$ cat src/hdl/ptcd_pkg.sv
// Package for the CHS partition table decoder: shared types, register
// indexes, status codes and fixed constants. No dependencies.
`timescale 1ns / 1ps

package ptcd_pkg;

  // Configuration register indexes.
  localparam logic [2:0] REG_HEADS      = 3'd0;
  localparam logic [2:0] REG_SECTORS    = 3'd1;
  localparam logic [2:0] REG_CAPACITY   = 3'd2;
  localparam logic [2:0] REG_SLOT_LIMIT = 3'd3;
  localparam logic [2:0] REG_BOOT_SIG   = 3'd4;
  localparam logic [2:0] REG_BLOCK_SIZE = 3'd5;

  // Reset values of the configuration registers.
  localparam logic [8:0]  HEADS_RESET      = 9'd8;
  localparam logic [8:0]  SECTORS_RESET    = 9'd17;
  localparam logic [47:0] CAPACITY_RESET   = 48'd0;
  localparam logic [8:0]  SLOT_LIMIT_RESET = 9'd256;
  localparam logic [15:0] BOOT_SIG_RESET   = 16'd0;
  localparam logic [15:0] BLOCK_SIZE_RESET = 16'd512;

  localparam logic [15:0] SIG_WORD    = 16'haa55;
  localparam logic [15:0] BLOCK_BYTES = 16'd512;
  localparam logic [8:0]  GEOM_MAX    = 9'd256;

  // Depth of the queue between the front and back ends.
  localparam int QDEPTH = 2;
  localparam int QPW    = 1;

  typedef enum logic [2:0] {
    KIND_PARTITION = 3'd0,
    KIND_ACCEPTED  = 3'd1,
    KIND_NONE      = 3'd2,
    KIND_BAD_BLOCK = 3'd3,
    KIND_NO_SIG    = 3'd4,
    KIND_INVALID   = 3'd5
  } kind_t;

  typedef struct packed {
    logic [8:0]  heads;
    logic [8:0]  sectors;
    logic [47:0] capacity;
    logic [8:0]  slot_limit;
    logic [15:0] boot_signature;
    logic [15:0] logical_block_size;
  } ptcd_cfg_t;

  // One classified entry, as the front end hands it to the back end.
  typedef struct packed {
    logic        used;
    logic        bad;
    logic [31:0] start_lba;
    logic [31:0] end_lba;
  } ptcd_cmd_t;

endpackage

$ cat src/hdl/partition_table_chs_decoder.sv
// CHS partition table decoder top level. The front end takes one entry at a time
// (accept, two multiply stages, queue push), holding off the next until the push is
// taken. After the last entry the back end emits the status of a rejected table,
// or scans the slots, emits the partitions found, then the status; stalls can hold it.
// Reset is synchronous: configuration returns to defaults and table state clears;
// the entry store is not cleared and needs no clearing pass.
`timescale 1ns / 1ps

module partition_table_chs_decoder import ptcd_pkg::*; #(
  parameter int ENTRIES = 16
) (
  input  logic        clk,
  input  logic        rst,
  input  logic        cfg_write,
  input  logic [2:0]  cfg_index,
  input  logic [47:0] cfg_data,
  input  logic        in_valid,
  output logic        in_ready,
  input  logic [7:0]  media_id,
  input  logic [7:0]  system_id,
  input  logic [15:0] reserved_word,
  input  logic [7:0]  loader_sector,
  input  logic [7:0]  boot_head,
  input  logic [7:0]  first_sector,
  input  logic [7:0]  first_head,
  input  logic [15:0] first_cylinder,
  input  logic [7:0]  final_sector,
  input  logic [7:0]  final_head,
  input  logic [15:0] final_cylinder,
  output logic        out_valid,
  input  logic        out_ready,
  output logic [2:0]  kind,
  output logic [4:0]  slot,
  output logic [31:0] start_lba,
  output logic [32:0] sector_count,
  output logic        last
);

  ptcd_cfg_t cfg;
  logic      push_valid;
  logic      push_ready;
  ptcd_cmd_t push_cmd;
  logic      pop_valid;
  logic      pop_ready;
  ptcd_cmd_t pop_cmd;

  always_ff @(posedge clk) begin
    if (rst) begin
      cfg.heads              <= HEADS_RESET;
      cfg.sectors            <= SECTORS_RESET;
      cfg.capacity           <= CAPACITY_RESET;
      cfg.slot_limit         <= SLOT_LIMIT_RESET;
      cfg.boot_signature     <= BOOT_SIG_RESET;
      cfg.logical_block_size <= BLOCK_SIZE_RESET;
    end else if (cfg_write) begin
      case (cfg_index)
        REG_HEADS:      cfg.heads              <= cfg_data[8:0];
        REG_SECTORS:    cfg.sectors            <= cfg_data[8:0];
        REG_CAPACITY:   cfg.capacity           <= cfg_data;
        REG_SLOT_LIMIT: cfg.slot_limit         <= cfg_data[8:0];
        REG_BOOT_SIG:   cfg.boot_signature     <= cfg_data[15:0];
        REG_BLOCK_SIZE: cfg.logical_block_size <= cfg_data[15:0];
        default:        cfg                    <= cfg;
      endcase
    end
  end

  ptcd_front u_front (
    .clk            (clk),
    .rst            (rst),
    .cfg            (cfg),
    .in_valid       (in_valid),
    .in_ready       (in_ready),
    .media_id       (media_id),
    .system_id      (system_id),
    .reserved_word  (reserved_word),
    .loader_sector  (loader_sector),
    .boot_head      (boot_head),
    .first_sector   (first_sector),
    .first_head     (first_head),
    .first_cylinder (first_cylinder),
    .final_sector   (final_sector),
    .final_head     (final_head),
    .final_cylinder (final_cylinder),
    .push_valid     (push_valid),
    .push_ready     (push_ready),
    .push_cmd       (push_cmd)
  );

  ptcd_queue u_queue (
    .clk        (clk),
    .rst        (rst),
    .push_valid (push_valid),
    .push_ready (push_ready),
    .push_cmd   (push_cmd),
    .pop_valid  (pop_valid),
    .pop_ready  (pop_ready),
    .pop_cmd    (pop_cmd)
  );

  ptcd_back #(
    .ENTRIES (ENTRIES)
  ) u_back (
    .clk          (clk),
    .rst          (rst),
    .cfg          (cfg),
    .pop_valid    (pop_valid),
    .pop_ready    (pop_ready),
    .pop_cmd      (pop_cmd),
    .out_valid    (out_valid),
    .out_ready    (out_ready),
    .kind         (kind),
    .slot         (slot),
    .start_lba    (start_lba),
    .sector_count (sector_count),
    .last         (last)
  );

endmodule

$ cat src/hdl/ptcd_ram.sv
// Generic single-write, single-read RAM with registered read data.
// No dependencies.
`timescale 1ns / 1ps

module ptcd_ram #(
  parameter int WIDTH = 64,
  parameter int DEPTH = 16,
  parameter int AW    = (DEPTH > 1) ? $clog2(DEPTH) : 1
) (
  input  logic             clk,
  input  logic             wr_en,
  input  logic [AW-1:0]    wr_addr,
  input  logic [WIDTH-1:0] wr_data,
  input  logic             rd_en,
  input  logic [AW-1:0]    rd_addr,
  output logic [WIDTH-1:0] rd_data
);

  logic [WIDTH-1:0] mem [DEPTH];

  always_ff @(posedge clk) begin
    if (wr_en) begin
      mem[wr_addr] <= wr_data;
    end
    if (rd_en) begin
      rd_data <= mem[rd_addr];
    end
  end

endmodule

$ cat src/hdl/ptcd_front.sv
// Front end: accepts one table entry, checks it against the geometry and
// converts its start and end to LBA. Depends on ptcd_pkg.
`timescale 1ns / 1ps

module ptcd_front import ptcd_pkg::*; (
  input  logic        clk,
  input  logic        rst,
  input  ptcd_cfg_t   cfg,
  input  logic        in_valid,
  output logic        in_ready,
  input  logic [7:0]  media_id,
  input  logic [7:0]  system_id,
  input  logic [15:0] reserved_word,
  input  logic [7:0]  loader_sector,
  input  logic [7:0]  boot_head,
  input  logic [7:0]  first_sector,
  input  logic [7:0]  first_head,
  input  logic [15:0] first_cylinder,
  input  logic [7:0]  final_sector,
  input  logic [7:0]  final_head,
  input  logic [15:0] final_cylinder,
  output logic        push_valid,
  input  logic        push_ready,
  output ptcd_cmd_t   push_cmd
);

  typedef enum logic [1:0] {F_IDLE, F_MUL1, F_MUL2, F_PUSH} fstate_t;

  fstate_t     state;
  logic [8:0]  h;
  logic [8:0]  s;
  logic        used_in;
  logic        bad_in;
  logic        used;
  logic        bad;
  logic [15:0] fc;
  logic [15:0] ec;
  logic [7:0]  fh;
  logic [7:0]  eh;
  logic [7:0]  fs;
  logic [7:0]  es;
  logic [25:0] pf;
  logic [25:0] pe;
  logic [25:0] pf_next;
  logic [25:0] pe_next;
  logic [24:0] mf;
  logic [24:0] me;
  logic [34:0] wf;
  logic [34:0] we;
  logic [31:0] lba_f;
  logic [31:0] lba_e;

  // Geometry above 256 behaves as 256; heads and sectors are at most 255.
  assign h = (cfg.heads > GEOM_MAX) ? GEOM_MAX : cfg.heads;
  assign s = (cfg.sectors > GEOM_MAX) ? GEOM_MAX : cfg.sectors;

  assign used_in = (media_id != 8'd0) || (system_id != 8'd0);
  assign bad_in  = used_in &&
                   ((media_id == 8'd0) || (system_id == 8'd0) ||
                    (reserved_word != 16'd0) || (first_cylinder > final_cylinder) ||
                    ({1'b0, boot_head} >= h) || ({1'b0, loader_sector} >= s) ||
                    ({1'b0, first_head} >= h) || ({1'b0, first_sector} >= s) ||
                    ({1'b0, final_head} >= h) || ({1'b0, final_sector} >= s));

  always_comb begin
    mf      = {9'd0, fc} * {16'd0, h};
    me      = {9'd0, ec} * {16'd0, h};
    pf_next = {1'b0, mf} + {18'd0, fh};
    pe_next = {1'b0, me} + {18'd0, eh};
    wf      = {9'd0, pf} * {26'd0, s};
    we      = {9'd0, pe} * {26'd0, s};
  end

  assign in_ready   = (state == F_IDLE);
  assign push_valid = (state == F_PUSH);
  assign push_cmd   = '{used: used, bad: bad, start_lba: lba_f, end_lba: lba_e};

  always_ff @(posedge clk) begin
    if (rst) begin
      state <= F_IDLE;
    end else begin
      case (state)
        F_IDLE: begin
          if (in_valid) begin
            used  <= used_in;
            bad   <= bad_in;
            fc    <= first_cylinder;
            fh    <= first_head;
            fs    <= first_sector;
            ec    <= final_cylinder;
            eh    <= final_head;
            es    <= final_sector;
            state <= F_MUL1;
          end
        end
        F_MUL1: begin
          pf    <= pf_next;
          pe    <= pe_next;
          state <= F_MUL2;
        end
        F_MUL2: begin
          lba_f <= wf[31:0] + {24'd0, fs};
          lba_e <= we[31:0] + {24'd0, es};
          state <= F_PUSH;
        end
        F_PUSH: begin
          if (push_ready) begin
            state <= F_IDLE;
          end
        end
        default: state <= F_IDLE;
      endcase
    end
  end

endmodule

$ cat src/hdl/ptcd_queue.sv
// Two-entry queue of classified entries between the front and back ends.
// Depends on ptcd_pkg.
`timescale 1ns / 1ps

module ptcd_queue import ptcd_pkg::*; (
  input  logic      clk,
  input  logic      rst,
  input  logic      push_valid,
  output logic      push_ready,
  input  ptcd_cmd_t push_cmd,
  output logic      pop_valid,
  input  logic      pop_ready,
  output ptcd_cmd_t pop_cmd
);

  ptcd_cmd_t        slots [QDEPTH];
  logic [QPW-1:0]   wp;
  logic [QPW-1:0]   rp;
  logic [QPW:0]     cnt;
  logic             do_push;
  logic             do_pop;

  assign push_ready = (cnt != (QPW + 1)'(QDEPTH));
  assign pop_valid  = (cnt != '0);
  assign pop_cmd    = slots[rp];
  assign do_push    = push_valid && push_ready;
  assign do_pop     = pop_valid && pop_ready;

  always_ff @(posedge clk) begin
    if (do_push) begin
      slots[wp] <= push_cmd;
    end
  end

  always_ff @(posedge clk) begin
    if (rst) begin
      wp  <= '0;
      rp  <= '0;
      cnt <= '0;
    end else begin
      if (do_push) begin
        wp <= wp + 1'b1;
      end
      if (do_pop) begin
        rp <= rp + 1'b1;
      end
      case ({do_push, do_pop})
        2'b10:   cnt <= cnt + 1'b1;
        2'b01:   cnt <= cnt - 1'b1;
        default: cnt <= cnt;
      endcase
    end
  end

endmodule

$ cat src/hdl/ptcd_back.sv
// Back end: keeps the table state, stores entry LBAs, gives the verdict and
// walks the stored slots to emit partitions. Depends on ptcd_pkg, ptcd_ram.
`timescale 1ns / 1ps

module ptcd_back import ptcd_pkg::*; #(
  parameter int ENTRIES = 16
) (
  input  logic        clk,
  input  logic        rst,
  input  ptcd_cfg_t   cfg,
  input  logic        pop_valid,
  output logic        pop_ready,
  input  ptcd_cmd_t   pop_cmd,
  output logic        out_valid,
  input  logic        out_ready,
  output logic [2:0]  kind,
  output logic [4:0]  slot,
  output logic [31:0] start_lba,
  output logic [32:0] sector_count,
  output logic        last
);

  localparam int IW = (ENTRIES > 1) ? $clog2(ENTRIES) : 1;
  localparam int SW = (IW + 1 > 5) ? IW + 1 : 5;

  typedef enum logic [2:0] {
    B_IDLE, B_DECIDE, B_SCAN, B_READ, B_EMIT, B_STATUS
  } bstate_t;

  bstate_t      state;
  logic [IW-1:0] idx;
  logic         table_bad;
  logic         any_used;
  logic [ENTRIES-1:0] used_mask;
  logic [IW:0]  kc;
  logic [IW:0]  kc_inc;
  logic         found;
  kind_t        st_kind;
  logic         skip;
  logic [31:0]  s_r;
  logic [31:0]  e_r;
  logic         out_free;
  logic         out_load;
  logic         take;
  logic         scan_more;
  logic [SW-1:0] slot_wide;
  logic         wr_en;
  logic         rd_en;
  logic [63:0]  rd_data;
  logic [31:0]  rd_s;
  logic [31:0]  rd_e;

  assign pop_ready = (state == B_IDLE);
  assign take      = pop_valid && pop_ready;
  assign wr_en     = take && pop_cmd.used && !pop_cmd.bad;
  assign out_free  = !out_valid || out_ready;
  // The output register is loaded by a partition or by the closing status.
  assign out_load  = out_free && (((state == B_EMIT) && !skip) || (state == B_STATUS));
  assign kc_inc    = kc + 1'b1;
  assign slot_wide = SW'(kc_inc);
  // A slot is looked at only below the entry count and the slot limit.
  assign scan_more = (kc < (IW + 1)'(ENTRIES)) &&
                     ({{(10 - (IW + 1)){1'b0}}, kc_inc} < {1'b0, cfg.slot_limit});
  assign rd_en     = (state == B_SCAN) && scan_more && used_mask[kc[IW-1:0]];
  assign rd_s      = rd_data[63:32];
  assign rd_e      = rd_data[31:0];

  ptcd_ram #(
    .WIDTH (64),
    .DEPTH (ENTRIES)
  ) u_store (
    .clk     (clk),
    .wr_en   (wr_en),
    .wr_addr (idx),
    .wr_data ({pop_cmd.start_lba, pop_cmd.end_lba}),
    .rd_en   (rd_en),
    .rd_addr (kc[IW-1:0]),
    .rd_data (rd_data)
  );

  always_ff @(posedge clk) begin
    if (rst) begin
      state     <= B_IDLE;
      idx       <= '0;
      table_bad <= 1'b0;
      any_used  <= 1'b0;
      used_mask <= '0;
      kc        <= '0;
      found     <= 1'b0;
      out_valid <= 1'b0;
    end else begin
      if (out_load) begin
        out_valid <= 1'b1;
      end else if (out_valid && out_ready) begin
        out_valid <= 1'b0;
      end
      case (state)
        B_IDLE: begin
          if (take) begin
            if (pop_cmd.bad) begin
              table_bad <= 1'b1;
            end else if (pop_cmd.used) begin
              any_used       <= 1'b1;
              used_mask[idx] <= 1'b1;
            end
            if (idx == IW'(ENTRIES - 1)) begin
              idx   <= '0;
              state <= B_DECIDE;
            end else begin
              idx <= idx + 1'b1;
            end
          end
        end
        B_DECIDE: begin
          kc    <= '0;
          found <= 1'b0;
          if (cfg.logical_block_size != BLOCK_BYTES) begin
            st_kind <= KIND_BAD_BLOCK;
            state   <= B_STATUS;
          end else if (cfg.boot_signature != SIG_WORD) begin
            st_kind <= KIND_NO_SIG;
            state   <= B_STATUS;
          end else if (table_bad) begin
            st_kind <= KIND_INVALID;
            state   <= B_STATUS;
          end else if (!any_used) begin
            st_kind <= KIND_NONE;
            state   <= B_STATUS;
          end else begin
            state <= B_SCAN;
          end
        end
        B_SCAN: begin
          if (!scan_more) begin
            st_kind <= found ? KIND_ACCEPTED : KIND_NONE;
            state   <= B_STATUS;
          end else if (rd_en) begin
            state <= B_READ;
          end else begin
            kc <= kc_inc;
          end
        end
        B_READ: begin
          // A clamped end is below a capacity that fits in 32 bits.
          skip  <= (rd_e < rd_s) || ({16'd0, rd_s} >= cfg.capacity);
          s_r   <= rd_s;
          e_r   <= ({16'd0, rd_e} >= cfg.capacity) ? (cfg.capacity[31:0] - 32'd1) : rd_e;
          state <= B_EMIT;
        end
        B_EMIT: begin
          if (skip) begin
            kc    <= kc_inc;
            state <= B_SCAN;
          end else if (out_free) begin
            kind         <= KIND_PARTITION;
            slot         <= slot_wide[4:0];
            start_lba    <= s_r;
            sector_count <= {1'b0, e_r} - {1'b0, s_r} + 33'd1;
            last         <= 1'b0;
            found        <= 1'b1;
            kc           <= kc_inc;
            state        <= B_SCAN;
          end
        end
        B_STATUS: begin
          if (out_free) begin
            kind         <= st_kind;
            slot         <= 5'd0;
            start_lba    <= 32'd0;
            sector_count <= 33'd0;
            last         <= 1'b1;
            table_bad    <= 1'b0;
            any_used     <= 1'b0;
            used_mask    <= '0;
            state        <= B_IDLE;
          end
        end
        default: state <= B_IDLE;
      endcase
    end
  end

endmodule
$ cat config.mk
export PLATFORM = sky130hd
export DESIGN_NAME = partition_table_chs_decoder
export DESIGN_NICKNAME = d
export VERILOG_FILES = /design/src/hdl/ptcd_pkg.sv /design/src/hdl/partition_table_chs_decoder.sv /design/src/hdl/ptcd_ram.sv /design/src/hdl/ptcd_front.sv /design/src/hdl/ptcd_queue.sv /design/src/hdl/ptcd_back.sv
export SDC_FILE = /design/constraint.sdc
export NUM_CORES = 2
export LEC_CHECK = 0
export ABC_AREA = 1
export BUFFER_PORTS_ARGS = -buffer_cell sky130_fd_sc_hd__buf_2
export CAP_MARGIN = 20
export CORE_MARGIN = 1.5
export CORE_UTILIZATION = 35
export DETAILED_ROUTE_END_ITERATION = 10
export HOLD_SLACK_MARGIN = 0.08
export SLEW_MARGIN = 20
export SYNTH_ARGS = -nofsm -noshare
export SYNTH_HDL_FRONTEND = slang
export SYNTH_SLANG_ARGS = --single-unit
$ cat constraint.sdc
create_clock -name clk -period 8.05 [get_ports clk]
set_clock_uncertainty 0.15 [all_clocks]
set_input_delay 0 -clock clk [delete_from_list [all_inputs] [get_ports clk]]
set_output_delay 0 -clock clk [all_outputs]
set_load 0.1 [all_outputs]
# --- Yosys cells after proc, flatten, opt, wreduce, memory -nomap -nowiden ---
# Memory sizes are Yosys's and may differ from the RTL's. A register that Yosys moved wholly into a read port is not among the register bits.
# Cells that the tools add are included.
word_totals:
  register_bits: 469
  mem_bits_rw: 1156
  in_bits: 168
  elab_cells: 251
  memories: 2
memory_table:
  columns: ["name", "words", "word_bits", "read_ports", "rd_clocked_by_memory_dff", "write_ports", "line_no", "source"]
  rows:
  - ["u_back.u_store.mem", 16, 64, 1, 1, 1, "ptcd_ram.sv:19", "logic [WIDTH-1:0] mem [DEPTH];"]
  - ["u_queue.slots", 2, 66, 1, 1, 1, "ptcd_queue.sv:16", "ptcd_cmd_t slots [QDEPTH];"]
op_classes:
  n_addsub: 13
  multipliers: 4
  magnitude_cmp: 17
  n_eq_ne: 35
  n_mux: 76
  n_bitwise: 2
  n_reduce_logical: 63
op_table:
  columns: ["operator", "n"]
  rows:
  - ["$mux W32", 4]
  - ["$mux W33", 3]
  - ["$ge A32 B48 Y1", 2]
  - ["$pmux W33 S2", 1]
  - ["$add A32 B8 Y32", 2]
  - ["$mul A26 B9 Y32", 2]
  - ["$mux W16", 4]
  - ["$pmux W32 S2", 1]
  - ["$ge A8 B9 Y1", 6]
  - ["$mux W3", 18]
  - ["$add A25 B8 Y26", 2]
  - ["$mul A16 B9 Y25", 2]
  - ["$add A33 B1 Y33 const B", 1]
  - ["$sub A32 B32 Y33", 1]
  - ["$lt A32 B32 Y1", 1]
  - ["$pmux W16 S2", 1]
  - ["$sub A32 B1 Y32 const B", 1]
  - ["$mux W5", 6]
  - ["$ne A2 B2 Y1 const B", 11]
  - ["$reduce_and A2 Y1", 11]
  - ["$mux W1", 19]
  - ["$gt A9 B9 Y1 const B", 2]
  - ["$mux W9", 2]
  - ["$pmux W3 S6", 1]
  - ["47 further kinds", 106]

# --- Logic depth before layout (Yosys ltp) ---
depth:
  word_depth: 11
  depth_mapped: 29

# --- Modules after synthesis ---
# Synthesis repeated with hierarchy kept, for this count alone.
unflattened:
  cells_unflattened: 10392
  area_unflattened_um2: 100126.0
modules_own_cells:
  columns: ["module", "n_inst", "cells_each", "area_per_inst_um2"]
  rows:
  - ["ptcd_ram", 1, 4212, 45701.3]
  - ["ptcd_front", 1, 3621, 31926.9]
  - ["ptcd_back", 1, 1676, 12972.4]
  - ["ptcd_queue", 1, 243, 5165.0]
  - ["partition_table_chs_decoder", 1, 640, 4360.4]

# --- Worst setup path after synthesis ---
# OpenSTA, ideal clock, no wires.
synth_timing:
  kind: "register to register"
  start: "reg u_back.state[2]"
  end: "reg u_back.e_r[0] (enable)"
  arrival_time_ns: 6.772
  required_ns: 7.245
  slack_ns: 0.473
  path_stages_with_launch: 3
  n_path_buf: 1
  cell_sequence: "dfxtp_1 -> buf_4 -> nor4_1"
synth_between:
  elab_chain_cells: 2
synth_lines:
  columns: ["element", "line_no", "source"]
  rows:
  - ["start: declaration", "ptcd_back.sv:30", "bstate_t state;"]
  - ["start signal: assignment", "ptcd_back.sv:83", "state <= B_IDLE;"]
  - ["start signal: assignment", "ptcd_back.sv:108", "state <= B_DECIDE;"]
  - ["start signal: assignment", "ptcd_back.sv:119", "state <= B_STATUS;"]
  - ["$eq A3 B2 Y1", "ptcd_back.sv:97", "case (state)"]
  - ["$reduce_and A2 Y1 (no source line)", null, null]
  - ["end signal: assignment", "ptcd_back.sv:147", "e_r <= ({16'd0, rd_e} >= cfg.capacity) ? (cfg.capacity[31:0] - 32'd1) : rd_e;"]
  - ["end: declaration", "ptcd_back.sv:41", "logic [31:0] e_r;"]
# Every way passes these cells.
# A chain may end at the register's enable or synchronous reset.

# --- Worst setup path after layout ---
layout_timing:
  start: "reg cfg[89] (netlist name)"
  end: "reg u_front.lba_f[29], data pin"
layout_between:
  elab_chain_cells: 4
layout_lines:
  columns: ["element", "line_no", "source"]
  rows:
  - ["$gt A9 B9 Y1", "ptcd_front.sv:55", "assign s = (cfg.sectors > GEOM_MAX) ? GEOM_MAX : cfg.sectors;"]
  - ["$mux W9 (*)", "ptcd_front.sv:55", null]
  - ["$mul A26 B9 Y32 (*)", "ptcd_front.sv:70", "wf = {9'd0, pf} * {26'd0, s};"]
  - ["$add A32 B8 Y32 (*)", "ptcd_front.sv:102", "lba_f <= wf[31:0] + {24'd0, fs};"]
  - ["end signal: assignment", "ptcd_front.sv:102", null]
  - ["end: declaration", "ptcd_front.sv:50", "logic [31:0] lba_f;"]
# Every way passes the cells marked *; elsewhere a longest branch is shown, timed or not.

==> flow_summary.json <==
{
  "async_flop_share_pct": 0,
  "numPortBuffers": 243,
  "r2r-start": "cfg[89]",
  "timing.critical_path.fanout_max": 22,
  "ant_nets": 0,
  "firstDrtPassIters": 5,
  "setup_tns_ps": 0,
  "crit_required_ps": 8480,
  "critPathCaptureType": "flop",
  "ios": 244,
  "grt_util_all_layers_pct": 20.37,
  "grt_pass1_vias": 67587,
  "yosysWarnings": 0,
  "layout-drive-gt1-share_pct": 8.079,
  "pre_cts_ws_ps": 1131,
  "die_width_um": 520.9,
  "setup_violations": 0,
  "worst_slew_pin_slew_ps": 1102,
  "wl_met3_mm": 18.49,
  "cpMostUsedCell": "nand2_1",
  "critPathMaxStageDelay_ps": 790,
  "dp.cells": 12171,
  "insertion_delay_ps": 880,
  "crit_path_start": "cfg[89]",
  "finalNonFillerCells": 12799,
  "finalCriticalPeriod_ps": 6958,
  "routed_wl_mm": 281.8,
  "hold_violations": 0,
  "cts_resized": 0,
  "start_kind": "flop",
  "core-area_um2": 266000,
  "critPathArrivalTime_ps": 7390,
  "fp.dieArea_um2": 271300,
  "cts.reportedPaths.clkPinSlew_ps": 60,
  "cts_buffers": 183,
  "rsz0062_at_grt": "false",
  "synth_area_leaders": "edfxtp_1, fa_1, ha_1",
  "syn_area_um2": 93880,
  "root_buffer": "clkbuf_16",
  "total_power_mw": 27.09,
  "critical-path-top-delay-family": "adder cells",
  "drv_cap": 0,
  "place.gp.congestion": 0.8985,
  "synth_ff_type": "edfxtp_1",
  "dr.max_layer_used": "met5",
  "clk_path_buf_depth": 4,
  "worst-path-buf-inv": 7,
  "ys_types": 59,
  "initial_core_util_pct": 35.29,
  "setup_slack_ps": 1092,
  "post-route-period-util_pct": 86.44,
  "overflow": 0,
  "htreeDepth": 4,
  "m1WireLength_mm": 115.8,
  "rows": 189,
  "hold_start": "cfg_data[13]",
  "wl_per_cell_um": 22.02,
  "cts_num_sinks": 1690,
  "synth_cells": 8659,
  "status": "finished clean",
  "syn-num-nets": 9905,
  "wl_met2_mm": 137.5,
  "die_y_um": 520.9,
  "power_density_nw_per_um2": 251.9,
  "slowest_stage": "inv_1",
  "viasPerCell": 5.224,
  "ys_seq_area_share_pct": 52.50,
  "yosys.area.top_type_share_pct": 49.39,
  "num-nets-final": 10368,
  "drc": 0,
  "grt_max_degree": 173,
  "cts_hold_buf": 299,
  "vdd_drop_max_v": 0.0002009,
  "path_class": "reg2reg",
  "post-dp-hpwl_mm": 188.6,
  "synth.avg_cell_area_um2": 10.84,
  "syn_to_final_growth_pct": 14.55,
  "timing.fmax_ghz": 0.1437,
  "grt_antenna_before_repair": 25,
  "cts_setup_buffers": 0,
  "min-delay-path-class": "in2reg",
  "slew_violations": 0,
  "ys_ff_latch": 1690,
  "slew_headroom_pct": 26.54,
  "fillers": 25212,
  "synth_top_area_cell": "edfxtp_1",
  "cts_tree": "done",
  "power.leakage_nw": 44.05,
  "synth_edf_count": 1544,
  "drtIter0Drc": 6371,
  "vias": 66858,
  "grt_pass1_wl_mm": 420.9
}
-- placed cells by master, fill, tap and decap left out, types with 25 or more instances in the layout --
cell,netlist,final
nand3_1,130,130
clkinv_2,0,31
xnor2_1,43,43
buf_4,13,92
nand4_1,80,80
fa_1,551,551
dlygate4sd3_1,0,299
a21oi_1,400,400
o21ai_0,806,806
clkinv_1,7,30
inv_1,955,950
nor2_1,1327,1321
mux2_2,64,64
a22oi_1,25,25
clkbuf_16,0,185
edfxtp_1,1544,1544
xor2_1,99,99
nand2_1,1029,1024
inv_2,24,25
o22ai_1,297,297
ha_1,527,527
nor3_1,69,54
dfxtp_1,146,141
buf_2,83,243
clkbuf_1,216,42
-- path summary, 6_finish.rpt --
path	endpoint	slack (ps)	cells after the start
worst min-delay path	cfg[54]	110	4
worst max register to register	u_front.lba_f[29]	1090	26
worst min register to register	u_queue.slots[0][3]	250	0
worst max-delay path	u_front.lba_f[29]	1090	26
-- per-stage QoR --
step                instance area, um2  utilization (%)  hold WS, ps
floorplan                        93880                -       -51.13
CTS                             107500            40.41        81.06
global placement                 98930            37.19        44.10
finish                          107500            40.42        114.5
global route                    107500            40.42        139.6
detailed placement               98930            37.19        50.10
-- cell type report --
cell class                 count  area, um2  area share [%]
antenna                        8      20.02         0.01862
clock buffer                 235       4880           4.538
clock inverter                86      715.7          0.6655
inverter                     986       3725           3.464
multi-input combinational   5621      39460           36.69
sequential                  1690      49300           45.85
tap                         3533       4420           4.111
timing repair buffer         640       5020           4.668
-- cells in the mapped netlist, types with 13 or more instances --
master and n:
a21o_1 15, a21oi_1 400, a22oi_1 25, buf_1 26, buf_2 83, buf_4 13, clkbuf_1 216, clkbuf_2 17
dfxtp_1 146, edfxtp_1 1544, fa_1 551, ha_1 527, inv_1 955, inv_2 24, mux2_2 64, nand2_1 1029
nand3_1 130, nand4_1 80, nor2_1 1327, nor3_1 69, nor4_1 20, o211ai_1 13, o21ai_0 806, o21ai_1 21
o21bai_1 21, o22ai_1 297, xnor2_1 43, xor2_1 99
-- routing by layer --
| layer | track usage (%) | vias to the layer above |
|---|---|---|
| met5 | 0 | - |
| met4 | 7.000 | 12 |
| met3 | 2.887 | 531 |
| met2 | 35.04 | 2456 |
| met1 | 26.19 | 33386 |
| li1 | - | 30473 |
-- worst register-to-register path, stage by stage (launching register included) --
cell	delay, ps
dfxtp_1	330
nor4_1	270
a31oi_1	110
inv_1	110
nand2_1	290
inv_1	790
buf_4	370
nand2_1	110
fa_1	550
inv_1	50
fa_1	500
inv_1	50
fa_1	530
inv_1	50
fa_1	450
fa_1	390
ha_1	380
nand2_1	80
nand2_1	60
o21bai_1	170
a21o_1	200
a21oi_1	280
inv_1	130
nand4_1	120
nand2_1	70
nand2_1	70
nand2_1	50
-- state kept, by name, indices dropped and copies added, names as in the netlist, 16 cells and up, named ones only --
name,cells
u_front.fc,16
u_back.used_mask,16
u_back.start_lba,32
u_front.lba_f,32
cfg,107
u_front.ec,16
u_front.pf,26
u_back.s_r,32
u_front.pe,26
u_queue.slots,132
u_back.sector_count,33
u_back.u_store.rd_data,64
u_front.lba_e,32
u_back.e_r,32
u_back.u_store.mem,1024
-- logic make-up after synthesis --
| family | after synthesis | synth area share [%] |
|---|---|---|
| AOI/OAI and AO/OA | 1652 | 9.563 |
| buffers and inverters | 1348 | 5.631 |
| muxes | 65 | 0.7784 |
| and+or+nand+nor | 2684 | 11.43 |
| xor gates and xnor gates | 142 | 1.325 |
| adders and majority gates | 1078 | 18.77 |
| DFF | 1690 | 52.50 |
-- power breakdown --
| group | switching [mW] | total (mW) | internal [mW] |
|---|---|---|---|
| registers | 0.471 | 11.3 | 10.8 |
| logic | 5.14 | 7.74 | 2.60 |
| clock network | 3.51 | 8.05 | 4.55 |
| total | 9.12 | 27.1 | 18.0 |
No activity file was read; power rests on OpenSTA's default activity.
